**src/design/pire_pkg.sv**
```systemverilog
// Package: widths, constants and payload types of the ellipse hit-test core.
package pire_pkg;

  localparam int COORD_BITS = 16;
  localparam int ANGLE_BITS = 16;

  // angle fraction to Q15 argument
  localparam int unsigned ANG_SHL = (ANGLE_BITS <= 17) ? (17 - ANGLE_BITS) : 0;
  localparam int unsigned ANG_SHR = (ANGLE_BITS > 17) ? (ANGLE_BITS - 17) : 0;

  // quarter-sine polynomial coefficients, Q15
  localparam logic [15:0] SIN_A = 16'd51472;
  localparam logic [14:0] SIN_B = 15'd21024;
  localparam logic [11:0] SIN_C = 12'd2320;
  localparam logic [14:0] RND_HALF = 15'd16384;
  localparam logic [14:0] TRIG_MAX = 15'h7fff;
  localparam logic [16:0] QUARTER_ONE = 17'd32768;

  localparam int QSIN_LAT = 4;
  localparam int LATENCY  = QSIN_LAT + 5;

  localparam int DIF_W = COORD_BITS + 1;   // p - c
  localparam int SC_W  = 17;               // signed sine / cosine
  localparam int PRD_W = DIF_W + SC_W;     // Q19 product
  localparam int SUM_W = PRD_W + 1;        // dot product
  localparam int D0_W  = SUM_W - 15;       // rounded to Q4
  localparam int F1_W  = D0_W + 2;         // 2*D1 + a2
  localparam int MUL_W = 2 * COORD_BITS;
  localparam int SQ_W  = 4 * COORD_BITS;

  typedef enum logic [1:0] {
    QUAD0 = 2'd0,
    QUAD1 = 2'd1,
    QUAD2 = 2'd2,
    QUAD3 = 2'd3
  } quad_e;

  typedef struct packed {
    logic signed [COORD_BITS-1:0] point_x;
    logic signed [COORD_BITS-1:0] point_y;
    logic signed [COORD_BITS-1:0] center_x;
    logic signed [COORD_BITS-1:0] center_y;
    logic        [ANGLE_BITS-1:0] angle;
    logic        [COORD_BITS-1:0] axis_along;
    logic        [COORD_BITS-1:0] width_across;
  } pire_in_t;

  typedef struct packed {
    logic inside_res;
    logic bad_axis;
  } pire_res_t;

endpackage

```
**src/design/pire_qsin.sv**
```systemverilog
// Four-stage quarter-wave sine, Q15 argument in [0,1], Q15 result clamped.
module pire_qsin (
  input  logic        clk_i,
  input  logic [15:0] x_i,
  output logic [14:0] s_o
);
  import pire_pkg::*;

  logic [15:0] x_a_q, x2_a_q, x2_d;
  logic [15:0] x_b_q, x2_b_q;
  logic [14:0] u_b_q, u_d;
  logic [15:0] x_c_q, w_c_q, w_d;
  logic [14:0] s_q, s_d;
  logic [31:0] prod_a;
  logic [27:0] prod_b;
  logic [30:0] prod_c;
  logic [31:0] prod_d;

  // x^2
  always_comb begin
    prod_a = {16'b0, x_i} * {16'b0, x_i} + 32'(RND_HALF);
    x2_d   = prod_a[30:15];
  end

  // u = B - C*x^2
  always_comb begin
    prod_b = 28'(SIN_C) * 28'(x2_a_q) + 28'(RND_HALF);
    u_d    = SIN_B - prod_b[29-2:15];
  end

  // w = A - u*x^2
  always_comb begin
    prod_c = 31'(u_b_q) * 31'(x2_b_q) + 31'(RND_HALF);
    w_d    = SIN_A - prod_c[30:15];
  end

  // s = w*x, clamped
  always_comb begin
    prod_d = 32'(w_c_q) * 32'(x_c_q) + 32'(RND_HALF);
    s_d    = (prod_d[31:15] > 17'(TRIG_MAX)) ? TRIG_MAX : prod_d[29:15];
  end

  always_ff @(posedge clk_i) begin
    x_a_q  <= x_i;
    x2_a_q <= x2_d;
    x_b_q  <= x_a_q;
    x2_b_q <= x2_a_q;
    u_b_q  <= u_d;
    x_c_q  <= x_b_q;
    w_c_q  <= w_d;
    s_q    <= s_d;
  end

  assign s_o = s_q;

endmodule

```
**config.mk**
```make
export PLATFORM = sky130hd
export DESIGN_NAME = pire_qsin
export DESIGN_NICKNAME = d
export VERILOG_FILES = /design/src/design/pire_pkg.sv /design/src/design/pire_qsin.sv
export SDC_FILE = /design/constraint.sdc
export NUM_CORES = 2
export LEC_CHECK = 0
export BUFFER_PORTS_ARGS = -buffer_cell sky130_fd_sc_hd__clkbuf_2
export CAP_MARGIN = 10
export CORE_ASPECT_RATIO = 0.75
export CORE_UTILIZATION = 50
export DETAILED_ROUTE_END_ITERATION = 10
export HOLD_SLACK_MARGIN = 0.05
export PLACE_DENSITY = 0.62
export SLEW_MARGIN = 20
export SYNTH_ARGS = -nofsm -noshare
export SYNTH_HDL_FRONTEND = slang
export SYNTH_SLANG_ARGS = --single-unit
```
**constraint.sdc**
```tcl
create_clock -name clk_i -period 16.9 [get_ports clk_i]
set_input_delay 4.225 -clock clk_i [delete_from_list [all_inputs] [get_ports clk_i]]
set_output_delay 4.225 -clock clk_i [all_outputs]
set_load 0.01 [all_outputs]
```
==> metrics.md <==
| Metric | Value |
|---|---|
| Grt total ovfl | `0` |
| 1st-pass router iterations | `5` |
| Rel. slew slack | `41.2%` |
| Crit Path Max Fanout | `16` |
| Final nets | `3958` |
| Syn Area/Cell | `9.17 µm²` |
| Synth Flop Type | `dfxtp_1` |
| Die width | `275 µm` |
| Most used cell, CP | `fa_1` |
| HP Class | `reg -> reg` |
| DP Wirelength | `50.8 mm` |
| Crit-path slowest cell | `fa_1` |
| CP bufs+invs | `6` |
| Fraction of layout cells with a size suffix above 1 | `3.33%` |
| GP Congestion | `0.853` |
| Outcome | `finished, final reports clean` |
| Via count | `19500` |
| Setup Crit Path Kind | `in -> reg` |
| Crit. End Element | `register` |
| Post-Syn Area | `28000 µm²` |
| Dpl cell area | `28800 µm²` |
| Least-Margin Pin Slew | `881 ps` |
| Row cnt | `74` |
| Area Overhead vs Synth | `4.69%` |
| H-tree depth | `4` |
| Vias in the first global route | `20800` |
| Final setup viols | `0` |
| Final Hold Fails | `0` |
| Top delay family on crit path | `adder cells` |
| Finished Core Util | `53.4%` |
| Critical path startpoint category | `input pin` |
| Clock Skew | `14.6 ps` |
| Final critical-path share of the clock period | `62.2%` |
| Routed WL | `62.2 mm` |
| Register bit total from synthesis | `126` |
| Unrepaired setup endpoints after global routing | `false` |
| Pin count of the biggest net entering global routing | `20` |
| Total clock sinks | `126` |
| Commonest non-fill, non-tap cells in the layout | `inv_1 (741), fa_1 (546), ha_1 (377)` |
| TNS Setup | `0 ps` |
| Minimum clock period | `10510 ps` |
| Max Freq | `0.0952 GHz` |
| CP arrival | `10890 ps` |
| Max Cap Violations | `0` |
| First-pass GRT wire length | `105 mm` |
| Clock Path Buffers | `2` |
| Port bufs | `31` |
| Antenna diodes | `0` |
| Area of the die | `57000 µm²` |
| Sequential area share after synthesis | `9.00%` |
| Clk pin slew, worst setup/hold paths | `60 ps` |
| Worst hold slack | `320 ps` |
| Commonest non-fill, non-tap cell in the layout | `inv_1` |
| Initial drt markers | `960` |
| Cell area after layout | `29300 µm²` |
| EDFF count, synth | `0` |
| Final Slew Violations | `0` |
| Total track usage | `23.1%` |
| Die Y | `207 µm` |
| Avg Vias per Cell | `5.19` |
| Worst-skew pair later-pin latency | `460 ps` |
| Yosys Warn Count | `0` |
| CTS tree | `yes` |
| Mean routed wirelength per cell | `16.6 µm` |
| CTS Buf Count | `17` |
| Syn nets | `3995` |
| Hold_buf cts | `0` |
| Asr flop ratio synth | `0%` |
| Post_cts resized | `0` |
| Initial antenna violation count | `1` |
| I/O pin total | `32` |
| Initial cell density of the core | `51.0%` |
| DRC viols | `0` |
| Post-CTS Setup Bufs | `0` |
| Syn Inst Count | `3055` |
| Core ar. | `54900 µm²` |
| Required time worst endpoint | `17280 ps` |
| Max stage delay on crit path | `560 ps` |
| Clock Tree Root | `clkbuf_16` |
| Post-synthesis cell type count | `82` |
| Final ANT Viol Nets | `0` |
-- layout make-up --
cell class	instances	area [µm²]
well taps	722	903
multi-input cells	2095	22400
clock inverters	14	136
inverters	741	2780
repair buffers	37	200
fillers	4967	25600
flip-flops and latches	126	2520
clock buffers	18	429
-- logic make-up (layout without fill, tap and decap cells) --
| family | Yosys count | after routing | share of synthesized area [%] |
|---|---|---|---|
| flip-flops | 126 | 126 | 9.00 |
| AND/OR/NAND/NOR | 870 | 870 | 15.7 |
| buffers and inverters | 834 | 810 | 11.2 |
| AO/OA/AOI/OAI | 210 | 210 | 5.34 |
| adder cells (fa/ha/maj) | 925 | 925 | 55.9 |
| XOR/XNOR | 80 | 80 | 2.50 |
| multiplexers | 10 | 10 | 0.375 |
-- synthesized netlist by cell type (8+ instances only) --
cell	count	share of area (%)
a21oi_1	52	0.93
nor4_1	8	0.18
inv_1	741	9.9
nor2_1	67	0.90
nor2b_1	16	0.36
a21o_1	26	0.70
o21ai_0	19	0.34
o21ai_1	17	0.30
xnor2_1	53	1.7
fa_1	546	39
o21a_1	16	0.43
ha_1	377	17
nand2_1	372	5.0
and3_1	8	0.18
nor3_1	25	0.45
nand2b_1	9	0.20
clkbuf_1	87	1.2
and2_1	297	6.6
dfxtp_1	126	9.0
xor2_1	27	0.84
nand3_1	17	0.30
-- stage by stage --
step | std cells | setup WS [ps]
final | 3753 | 6390
after global routing | 3753 | 6030
after CTS | 3753 | 6380
after detailed placement | 3721 | 5930
after global placement | 3721 | 6070
after floorplan | 3055 | 6700
-- flip-flops by register name, summed over array words and instances (netlist names) --
name / cells
s_o: 15
u_b_q: 15
w_c_q: 16
x2_a_q: 16
x2_b_q: 16
x_a_q: 16
x_b_q: 16
x_c_q: 16
-- routing by layer --
metal / track usage [%] / vias to the layer above / part of all wire (%)
met5: 0 / - / 0
met4: 4.10 / 0 / 1.0
met3: 3.79 / 54 / 5.9
met2: 36.1 / 499 / 45
met1: 33.9 / 9760 / 48
li1: - / 9151 / -
-- worst paths after layout --
check	slack (ps)	start	cells past startpoint	to
hold / removal	320	x_b_q[4]	0	x_c_q[4]
hold reg to reg	320	x_b_q[4]	0	x_c_q[4]
setup / recovery	6390	x_i[4]	26	x2_a_q[15]
setup reg to reg	9150	u_b_q[9]	22	w_c_q[15]
-- worst reg2reg max path: stages (launching register included) --
cell and delay (ps):
dfxtp_1 870, nand2_1 160, fa_1 530, inv_1 50
fa_1 470, fa_1 520, fa_1 530, fa_1 550
inv_1 60, fa_1 530, inv_1 40, ha_1 500
nand4_1 270, nor4_1 290, a21oi_1 200, a21oi_1 410
o21ai_1 240, a31oi_1 560, nor4_1 130, or3_1 410
nand2_1 120, a41oi_1 140, o211ai_1 130
Power is left out: the tool's default activity adds up to more than one toggle a clock period on the data nets, which glitch-free logic cannot reach.
